## src/hdl/lsaf_pkg.sv

```systemverilog
// lsaf_pkg: shared types and constants for the line sensor array front end
// ops, control state, lane control group and fixed output field widths
// no dependencies
package lsaf_pkg;

	localparam int SAMPLE_BITS_DEF = 10;
	localparam int NUM_CHAN = 5;
	localparam int NORM_BITS = 10;
	localparam int ERR_BITS = 14;
	localparam int DIV_STEPS = NORM_BITS;
	localparam int CNT_W = $clog2(DIV_STEPS);
	localparam logic [NORM_BITS-1:0] NORM_FULL = NORM_BITS'(1000);
	localparam int OP_BITS = 2;
	localparam int OUT_FIELD_W = 1 + ERR_BITS + NUM_CHAN * NORM_BITS;
	localparam int OUT_DATA_W = ((OUT_FIELD_W + 7) / 8) * 8;
	localparam int OUT_PAD_W = OUT_DATA_W - OUT_FIELD_W;

	typedef enum logic [OP_BITS-1:0] {
		OP_CAL_START = 2'd0,
		OP_CAL_WIDEN = 2'd1,
		OP_MEASURE   = 2'd2
	} op_t;

	typedef enum logic [1:0] {
		ST_IDLE,
		ST_MUL,
		ST_DIV,
		ST_HOLD
	} fsm_t;

	typedef struct packed {
		logic cal_start;
		logic cal_widen;
		logic meas_start;
		logic mul_en;
		logic div_en;
		logic load;
	} ctrl_t;

endpackage

```

## src/hdl/lsaf_lane.sv

```systemverilog
// lsaf_lane: one sensor channel with calibration registers, threshold compare
// and a serial restoring divider for the 0..1000 scaling
// depends on lsaf_pkg
module lsaf_lane import lsaf_pkg::*; #(
	parameter int SAMPLE_BITS = SAMPLE_BITS_DEF
) (
	input  logic                   clk,
	input  logic                   arst_n,
	input  ctrl_t                  ctrl,
	input  logic                   dark,
	input  logic [SAMPLE_BITS-1:0] sample,
	output logic                   hit,
	output logic [NORM_BITS-1:0]   norm
);

	localparam int NW = SAMPLE_BITS + NORM_BITS;

	logic [SAMPLE_BITS-1:0] min_q;
	logic [SAMPLE_BITS-1:0] max_q;
	logic [SAMPLE_BITS-1:0] thr_q;
	logic                   hit_q;
	logic                   zero_q;
	logic                   sat_q;
	logic [SAMPLE_BITS-1:0] diff_q;
	logic [SAMPLE_BITS-1:0] span_q;
	logic [SAMPLE_BITS-1:0] rem_q;
	logic [NORM_BITS-1:0]   quo_q;

	logic [SAMPLE_BITS-1:0] wmin;
	logic [SAMPLE_BITS-1:0] wmax;
	logic [SAMPLE_BITS:0]   wsum;
	logic [NW-1:0]          num;
	logic [SAMPLE_BITS:0]   trial;
	logic [SAMPLE_BITS:0]   sub;
	logic                   ge;

	assign wmin = (sample < min_q) ? sample : min_q;
	assign wmax = (sample > max_q) ? sample : max_q;
	assign wsum = {1'b0, wmin} + {1'b0, wmax};
	assign num = NW'(diff_q) * NW'(NORM_FULL);
	assign trial = {rem_q, quo_q[NORM_BITS-1]};
	assign sub = trial - {1'b0, span_q};
	assign ge = trial >= {1'b0, span_q};

	// calibration state
	always_ff @(posedge clk or negedge arst_n) begin
		if (!arst_n) begin
			min_q <= '0;
			max_q <= '0;
			thr_q <= '0;
		end else if (ctrl.cal_start) begin
			min_q <= sample;
			max_q <= sample;
			thr_q <= sample;
		end else if (ctrl.cal_widen) begin
			min_q <= wmin;
			max_q <= wmax;
			thr_q <= wsum[SAMPLE_BITS:1];
		end
	end

	// measure path and divider
	always_ff @(posedge clk) begin
		if (ctrl.meas_start) begin
			hit_q <= dark ? (sample > thr_q) : (sample < thr_q);
			zero_q <= !((max_q > min_q) && (sample > min_q));
			sat_q <= sample >= max_q;
			diff_q <= sample - min_q;
			span_q <= max_q - min_q;
		end
		if (ctrl.mul_en) begin
			rem_q <= num[NW-1:NORM_BITS];
			quo_q <= num[NORM_BITS-1:0];
		end else if (ctrl.div_en) begin
			rem_q <= ge ? sub[SAMPLE_BITS-1:0] : trial[SAMPLE_BITS-1:0];
			quo_q <= {quo_q[NORM_BITS-2:0], ge};
		end
	end

	assign hit = hit_q;
	assign norm = zero_q ? '0 : (sat_q ? NORM_FULL : quo_q);

endmodule

```

## src/hdl/lsaf_merge.sv

```systemverilog
// lsaf_merge: combines lane results, computes the weighted position error
// and holds the result register on the master side
// depends on lsaf_pkg
module lsaf_merge import lsaf_pkg::*; #(
	parameter int SAMPLE_BITS = SAMPLE_BITS_DEF
) (
	input  logic                                  clk,
	input  logic                                  arst_n,
	input  ctrl_t                                 ctrl,
	input  logic                                  dark,
	input  logic [NUM_CHAN-1:0][SAMPLE_BITS-1:0]  samples,
	input  logic [NUM_CHAN-1:0]                   hits,
	input  logic [NUM_CHAN-1:0][NORM_BITS-1:0]    norms,
	output logic                                  out_free,
	output logic                                  m_tvalid,
	input  logic                                  m_tready,
	output logic [OUT_DATA_W-1:0]                 m_tdata
);

	localparam int EW = SAMPLE_BITS + 4;
	localparam int XW = (EW > ERR_BITS) ? EW : ERR_BITS;

	logic signed [XW-1:0] a0;
	logic signed [XW-1:0] a1;
	logic signed [XW-1:0] a3;
	logic signed [XW-1:0] a4;
	logic signed [XW-1:0] err_raw;
	logic signed [XW-1:0] err_fix;
	logic [ERR_BITS-1:0]  err_q;
	logic                 m_tvalid_q;
	logic [OUT_DATA_W-1:0] m_tdata_q;

	assign a0 = signed'(XW'(samples[0]));
	assign a1 = signed'(XW'(samples[1]));
	assign a3 = signed'(XW'(samples[3]));
	assign a4 = signed'(XW'(samples[4]));
	assign err_raw = (a0 <<< 1) + a0 + (a1 <<< 1) - (a3 <<< 1) - ((a4 <<< 1) + a4);
	assign err_fix = dark ? -err_raw : err_raw;

	always_ff @(posedge clk) begin
		if (ctrl.meas_start) begin
			err_q <= err_fix[ERR_BITS-1:0];
		end
		if (ctrl.load) begin
			m_tdata_q <= {{OUT_PAD_W{1'b0}}, norms, err_q, |hits};
		end
	end

	always_ff @(posedge clk or negedge arst_n) begin
		if (!arst_n) begin
			m_tvalid_q <= 1'b0;
		end else if (ctrl.load) begin
			m_tvalid_q <= 1'b1;
		end else if (m_tready) begin
			m_tvalid_q <= 1'b0;
		end
	end

	assign out_free = !m_tvalid_q || m_tready;
	assign m_tvalid = m_tvalid_q;
	assign m_tdata = m_tdata_q;

endmodule

```

## src/hdl/line_sensor_array_frontend_unit.sv

```systemverilog
// line_sensor_array_frontend_unit: five-channel line sensor calibration and measure
// calibration requests give no result; a measure request gives its result after capture,
// multiply, one divider step per quotient bit and load; requests are taken only while idle,
// one calibration per cycle; a measure blocks requests until loaded, which waits for output room
// arst_n clears calibration to zero, line_is_dark to 0, the control state and the result valid flag
// depends on lsaf_pkg, lsaf_lane, lsaf_merge
module line_sensor_array_frontend_unit import lsaf_pkg::*; #(
	parameter int SAMPLE_BITS = SAMPLE_BITS_DEF
) (
	input  logic                          clk,
	input  logic                          arst_n,
	input  logic                          cfg_we,
	input  logic                          cfg_wdata,   // line_is_dark
	input  logic                          s_tvalid,
	output logic                          s_tready,
	input  logic [((NUM_CHAN*SAMPLE_BITS+7)/8)*8-1:0] s_tdata, // sample_0..sample_4
	input  logic [OP_BITS-1:0]            s_tuser,     // op
	output logic                          m_tvalid,
	input  logic                          m_tready,
	output logic [OUT_DATA_W-1:0]         m_tdata      // on_line, position_error, norm_0..norm_4
);

	logic                                 dark_q;
	fsm_t                                 state_q;
	fsm_t                                 state_nxt;
	logic [CNT_W-1:0]                     cnt_q;
	ctrl_t                                ctrl;
	logic                                 acc;
	logic                                 out_free;
	op_t                                  op;
	logic [NUM_CHAN-1:0][SAMPLE_BITS-1:0] samples;
	logic [NUM_CHAN-1:0]                  hits;
	logic [NUM_CHAN-1:0][NORM_BITS-1:0]   norms;

	assign op = op_t'(s_tuser);
	assign samples = s_tdata[NUM_CHAN*SAMPLE_BITS-1:0];
	assign acc = s_tvalid && s_tready;

	always_ff @(posedge clk or negedge arst_n) begin
		if (!arst_n) begin
			dark_q <= 1'b0;
		end else if (cfg_we) begin
			dark_q <= cfg_wdata;
		end
	end

	always_ff @(posedge clk or negedge arst_n) begin
		if (!arst_n) begin
			state_q <= ST_IDLE;
			cnt_q <= '0;
		end else begin
			state_q <= state_nxt;
			if (state_q == ST_MUL) begin
				cnt_q <= '0;
			end else if (state_q == ST_DIV) begin
				cnt_q <= cnt_q + 1'b1;
			end
		end
	end

	// next state
	always_comb begin
		state_nxt = state_q;
		unique case (state_q)
			ST_IDLE: begin
				if (acc && op == OP_MEASURE) begin
					state_nxt = ST_MUL;
				end
			end
			ST_MUL: begin
				state_nxt = ST_DIV;
			end
			ST_DIV: begin
				if (cnt_q == CNT_W'(DIV_STEPS - 1)) begin
					state_nxt = ST_HOLD;
				end
			end
			ST_HOLD: begin
				if (out_free) begin
					state_nxt = ST_IDLE;
				end
			end
			default: begin
				state_nxt = ST_IDLE;
			end
		endcase
	end

	// outputs
	always_comb begin
		s_tready = state_q == ST_IDLE;
		ctrl = '0;
		ctrl.mul_en = state_q == ST_MUL;
		ctrl.div_en = state_q == ST_DIV;
		ctrl.load = (state_q == ST_HOLD) && out_free;
		if (acc) begin
			unique case (op)
				OP_CAL_START: ctrl.cal_start = 1'b1;
				OP_CAL_WIDEN: ctrl.cal_widen = 1'b1;
				OP_MEASURE:   ctrl.meas_start = 1'b1;
				default:      ctrl.meas_start = 1'b0;
			endcase
		end
	end

	for (genvar g = 0; g < NUM_CHAN; g++) begin : g_lane
		lsaf_lane #(
			.SAMPLE_BITS(SAMPLE_BITS)
		) u_lane (
			.clk    (clk),
			.arst_n (arst_n),
			.ctrl   (ctrl),
			.dark   (dark_q),
			.sample (samples[g]),
			.hit    (hits[g]),
			.norm   (norms[g])
		);
	end

	lsaf_merge #(
		.SAMPLE_BITS(SAMPLE_BITS)
	) u_merge (
		.clk      (clk),
		.arst_n   (arst_n),
		.ctrl     (ctrl),
		.dark     (dark_q),
		.samples  (samples),
		.hits     (hits),
		.norms    (norms),
		.out_free (out_free),
		.m_tvalid (m_tvalid),
		.m_tready (m_tready),
		.m_tdata  (m_tdata)
	);

endmodule

```

## config.mk

```make
export PLATFORM = sky130hd
export DESIGN_NAME = line_sensor_array_frontend_unit
export DESIGN_NICKNAME = d
export VERILOG_FILES = /design/src/hdl/lsaf_pkg.sv /design/src/hdl/lsaf_lane.sv /design/src/hdl/lsaf_merge.sv /design/src/hdl/line_sensor_array_frontend_unit.sv
export SDC_FILE = /design/constraint.sdc
export NUM_CORES = 2
export LEC_CHECK = 0
export BUFFER_PORTS_ARGS = -buffer_cell sky130_fd_sc_hd__buf_4
export CAP_MARGIN = 20
export CORE_MARGIN = 4
export CORE_UTILIZATION = 55
export DETAILED_ROUTE_END_ITERATION = 10
export GPL_TIMING_DRIVEN = 0
export PLACE_DENSITY = 0.84
export SYNTH_ARGS = -nofsm -noshare
export SYNTH_HDL_FRONTEND = slang
export SYNTH_SLANG_ARGS = --single-unit
```

## constraint.sdc

```tcl
create_clock -name clk -period 14 [get_ports clk]
set_input_delay 4.2 -clock clk [delete_from_list [all_inputs] [get_ports clk]]
set_output_delay 4.2 -clock clk [all_outputs]
set_load 0.02 [all_outputs]
```

==> results by group <==
Run status
  – Status: finished clean

Power and ir drop
  – Clock power frac: 0.122
  – Lkg Pwr: 19.75 nW
  – Internal: roughly 6.3 mW
  – Seq pwr share: 0.218
  – PwrDens: 276.7 nW/µm²
  – Overall power: approximately 12 mW
  – Switching power: 5.520 mW
  – Switching share of power: 0.4662
  – Gate power share: 0.660
  – Worst IR drop on VDD: roughly 180 µV

Yosys
  – Adder-Cell Fraction of Synth Area: 0.2761
  – Post-synthesis simple-gate area fraction: 0.1097
  – Largest family of logic cells by synthesized area: adder cells
  – Cells after synthesis: 3,973
  – Multiplexer area fraction after synthesis: 0.03023
  – Post-synth EDFFs: between 200 and 300
  – Compound-Gate Fraction of Synth Area: 0.1499
  – Synth unique cells: between 70 and 80
  – Syn Area/Cell: ~10 µm²
  – Post-Synth XOR/XNOR Area: 0.04650
  – Syn Std Cell Area: 38,610 µm²
  – FFs w/ async S/R, synth: 0.3496
  – Prevailing post-synth register cell: edfxtp_1
  – Seq/Total Area, Yosys: 0.3271
  – Synth warnings: 0
  – Flops & latches, synth: around 450

Global routing
  – Total grt overflow: 0
  – Total track usage: 0.2693
  – Initial antenna violation count: 2
  – Largest net degree at the start of global routing: around 110
  – First-pass GRT wire length: about 160 mm
  – Vias in the first global route: around 30,000

Clocking
  – Skew-Pair Late Insertion Delay: approximately 0.62 ns
  – Post-cts sizing count: 0
  – Root buffer cell: clkbuf_16
  – CTS Buf Count: ~50
  – Clock buffer depth: 3
  – CTS tree: built
  – CTS sink cnt: roughly 450
  – Cts hold-fix bufs: 0
  – Htree depth: 2
  – Worst-path clk slew: roughly 0.07 ns
  – Postcts setup bufs: 0

Timing
  – RSZ-0062 raised after global routing: false
  – Worst slew pin tran: 1.100 ns
  – Slew margin rel.: 0.2666
  – TNS Setup: 0 ns
  – Hold Vio Cnt, Final: 0
  – Slew Limit Fails: 0
  – Hold_ws: 0.4208 ns
  – Fin crit period: between 8 and 9 ns
  – Fmax: around 0.11 GHz
  – Final Cycle Share: 0.6375
  – Clk_skew: between 0.01 and 0.015 ns
  – Final setup viols: 0

Setup path
  – Worst R2R Path Depth: 20
  – Crit-path slowest cell: clkbuf_1
  – Data arrival time of the worst path: about 9.4 ns
  – R2r startpoint: g_lane[4].u_lane.min_q[0]
  – Cell mode on critical path: o21ai_0
  – CP peak stage delay: between 0.4 and 0.5 ns
  – Worst path depth: 22
  – Buffer and inverter count on the worst path: 4
  – Crit path to: g_lane[0].u_lane.thr_q[9]
  – Max Fanout on Critical Path: 10
  – Critical Path Start: s_tdata[0]
  – Critical Path RT: about 15 ns
  – CP Capture Type: flop
  – R2R Path End: g_lane[4].u_lane.thr_q[9]
  – Reg2reg setup slack: between 8 and 9 ns
  – Setup CP Type: input port to flop
  – Crit start category: input port
  – Crit path max-delay family: compound AO/OA/AOI/OAI gates
  – Crit path cell chain: buf_4 > inv_1 > ha_1 > fa_1 > nor2b_1 > o31a_1 > or3_1 > a21oi_1 > clkbuf_1 > buf_2 > o21ai_0 > ha_1 > nor2b_1 > o21ai_0 > a21boi_0 > o21ai_0 > a21boi_0 > o21ai_0 > a21boi_0 > o21ai_0 > a311o_1 > o21ai_0

Run
  – Max cap viols: 0

Finish
  – Post-route cell area: 42,800 µm²
  – Most frequent cells in the layout: 544 x ha_1, 518 x inv_1, 329 x nand2_1
  – Commonest non-fill, non-tap cell in the layout: ha_1
  – Area growth syn-to-layout: 10.84%
  – Final std cells w/o fill: roughly 5,100
  – Layout cell share with drive strength beyond 1: 0.07674
  – Nets: ~5,000
  – Layout fillers: between 5,000 and 6,000

Drt
  – Routed WL: roughly 100 mm
  – Initial DRC count: 2,692
  – Number of remaining DRC errors: 0
  – Vias per inst: between 5 and 6
  – Vias: 30,325
  – Final antenna-violating net count: 0
  – Router iterations before antenna repair: 6
  – DR WL/cell: between 15 and 20 µm

Floorplan
  – Die height: 273.0 µm
  – Die area: around 75,000 µm²
  – Die extent in x: 273.0 µm
  – I/O pin count: ~140
  – Row count: 96
  – Core outline area: 69,070 µm²
  – Initial core utilization: 0.5591

Placed design
  – GPL Wtd Cong: just under 1
  – Dpl hpwl: about 78 mm
  – Dpl cells: between 5,000 and 6,000
  – Post-DP Area: just over 40,000 µm²
  – Port Buf Inserts: between 100 and 150

Worst hold path
  – Hold path cells: 0
  – Worst hold path class: flop to flop
routing by layer:
layer	vias up	global-route usage	wire, µm	part of all wire
li1	14196	-	-	-
met1	14541	0.3560	41500	0.41
met2	1300	0.4464	46660	0.46
met3	288	0.04197	7949	0.079
met4	0	0.1081	4663	0.046
met5	-	0	0	0
cells in the mapped netlist, types with 7 or more instances:
cell type  instances  area [µm²]
and4_1             7       61.31
o31a_1            10       87.58
edfxtp_1         279        8378
buf_2             10       50.05
clkbuf_1          67       251.5
nor3_1            52       260.3
a22oi_1           12       90.09
or2_2             13       81.33
and2_1            31       193.9
nand2b_1          41       256.5
mux2_2            53       596.8
o21a_1            47       352.8
buf_4              7       52.55
o211ai_1          11       82.58
a22o_1            17       148.9
a211oi_1          41       307.8
mux2i_1           57       570.6
o41ai_1           16       140.1
o21ai_0          328        1642
a21oi_1          223        1116
nor2b_1           69       431.7
nor2_1           281        1055
xor2_1            76       665.6
xnor2_1          129        1130
fa_1             192        3844
ha_1             545        6819
nand3_1           17       85.08
buf_1              7       26.28
dfxtp_1           15       300.3
a221oi_1           7       61.31
o31ai_1            8       60.06
nand4_1           36       225.2
a21o_1            59       442.9
and3_1            20       125.1
inv_1            518        1944
dfrtp_1          158        3954
o21bai_1          28       210.2
or3_1             22       137.6
a211o_1           15       131.4
nand2_1          329        1235
a21boi_0          39       292.8
state kept, by name (all words and copies together), names as in the netlist, 2 cells and up:
signal                flops
u_merge.m_tdata          65
g_lane.u_lane.diff_q     50
g_lane.u_lane.max_q      50
g_lane.u_lane.min_q      50
g_lane.u_lane.quo_q      50
g_lane.u_lane.rem_q      50
g_lane.u_lane.span_q     50
g_lane.u_lane.thr_q      50
u_merge.err_q            14
g_lane.u_lane.hit         5
g_lane.u_lane.sat_q       5
g_lane.u_lane.zero_q      5
cnt_q                     4
state_q                   2
metrics by stage:
stage,setup slack (ns),util
floorplan,3.647,-
global placement,0.6983,0.5898
detailed placement,4.587,0.5937
CTS,5.180,0.6194
global route,4.525,0.6197
finish,5.075,0.6197
power by group through the flow:
stage | registers (mW) | logic, mW | clock network (mW)
after global routing | 2.62 | 8.70 | 1.52
after CTS | 2.56 | 7.72 | 1.46
after global placement | 2.60 | 7.28 | 0
final | 2.58 | 7.81 | 1.45
after detailed placement | 2.58 | 7.61 | 0
after floorplan | 2.53 | 5.75 | 0
area by class of cell:
type	count	area, µm²	share of cell area
Antenna cell	1	2.502	0.00005847
Sequential cell	452	12630	0.2951
Inverter	519	1948	0.04552
Clock buffer	57	1309	0.03058
Buffer	91	380.4	0.008887
Timing Repair Buffer	135	1191	0.02783
Multi-Input combinational cell	2917	23700	0.5538
Clock inverter	38	469.2	0.01096
Tap cell	931	1165	0.02722
cell families (layout without fill, tap and decap cells):
kind of cell             after synthesis  in the layout
AND/OR/NAND/NOR                      929            929
AO/OA/AOI/OAI                        929            929
buffers and inverters                610            840
multiplexers                         110            110
XOR/XNOR                             205            205
other                                  1              8
adder cells (fa/ha/maj)              737            737
flip-flops                           452            452
how the worst min path moves through the flow:
stage,end,slack (ns),start
3_5_place_dp,u_merge.m_tdata[2],0.41,u_merge.err_q[1]
3_3_place_gp,u_merge.m_tdata[1],0.40,u_merge.err_q[0]
2_1_floorplan,u_merge.m_tdata[10],0.40,u_merge.err_q[9]
6_report,u_merge.m_tdata[14],0.42,u_merge.err_q[13]
5_1_grt,u_merge.m_tdata[14],0.43,u_merge.err_q[13]
4_1_cts,u_merge.m_tdata[14],0.42,u_merge.err_q[13]
Note: power is estimated with default switching activity, not from simulation.
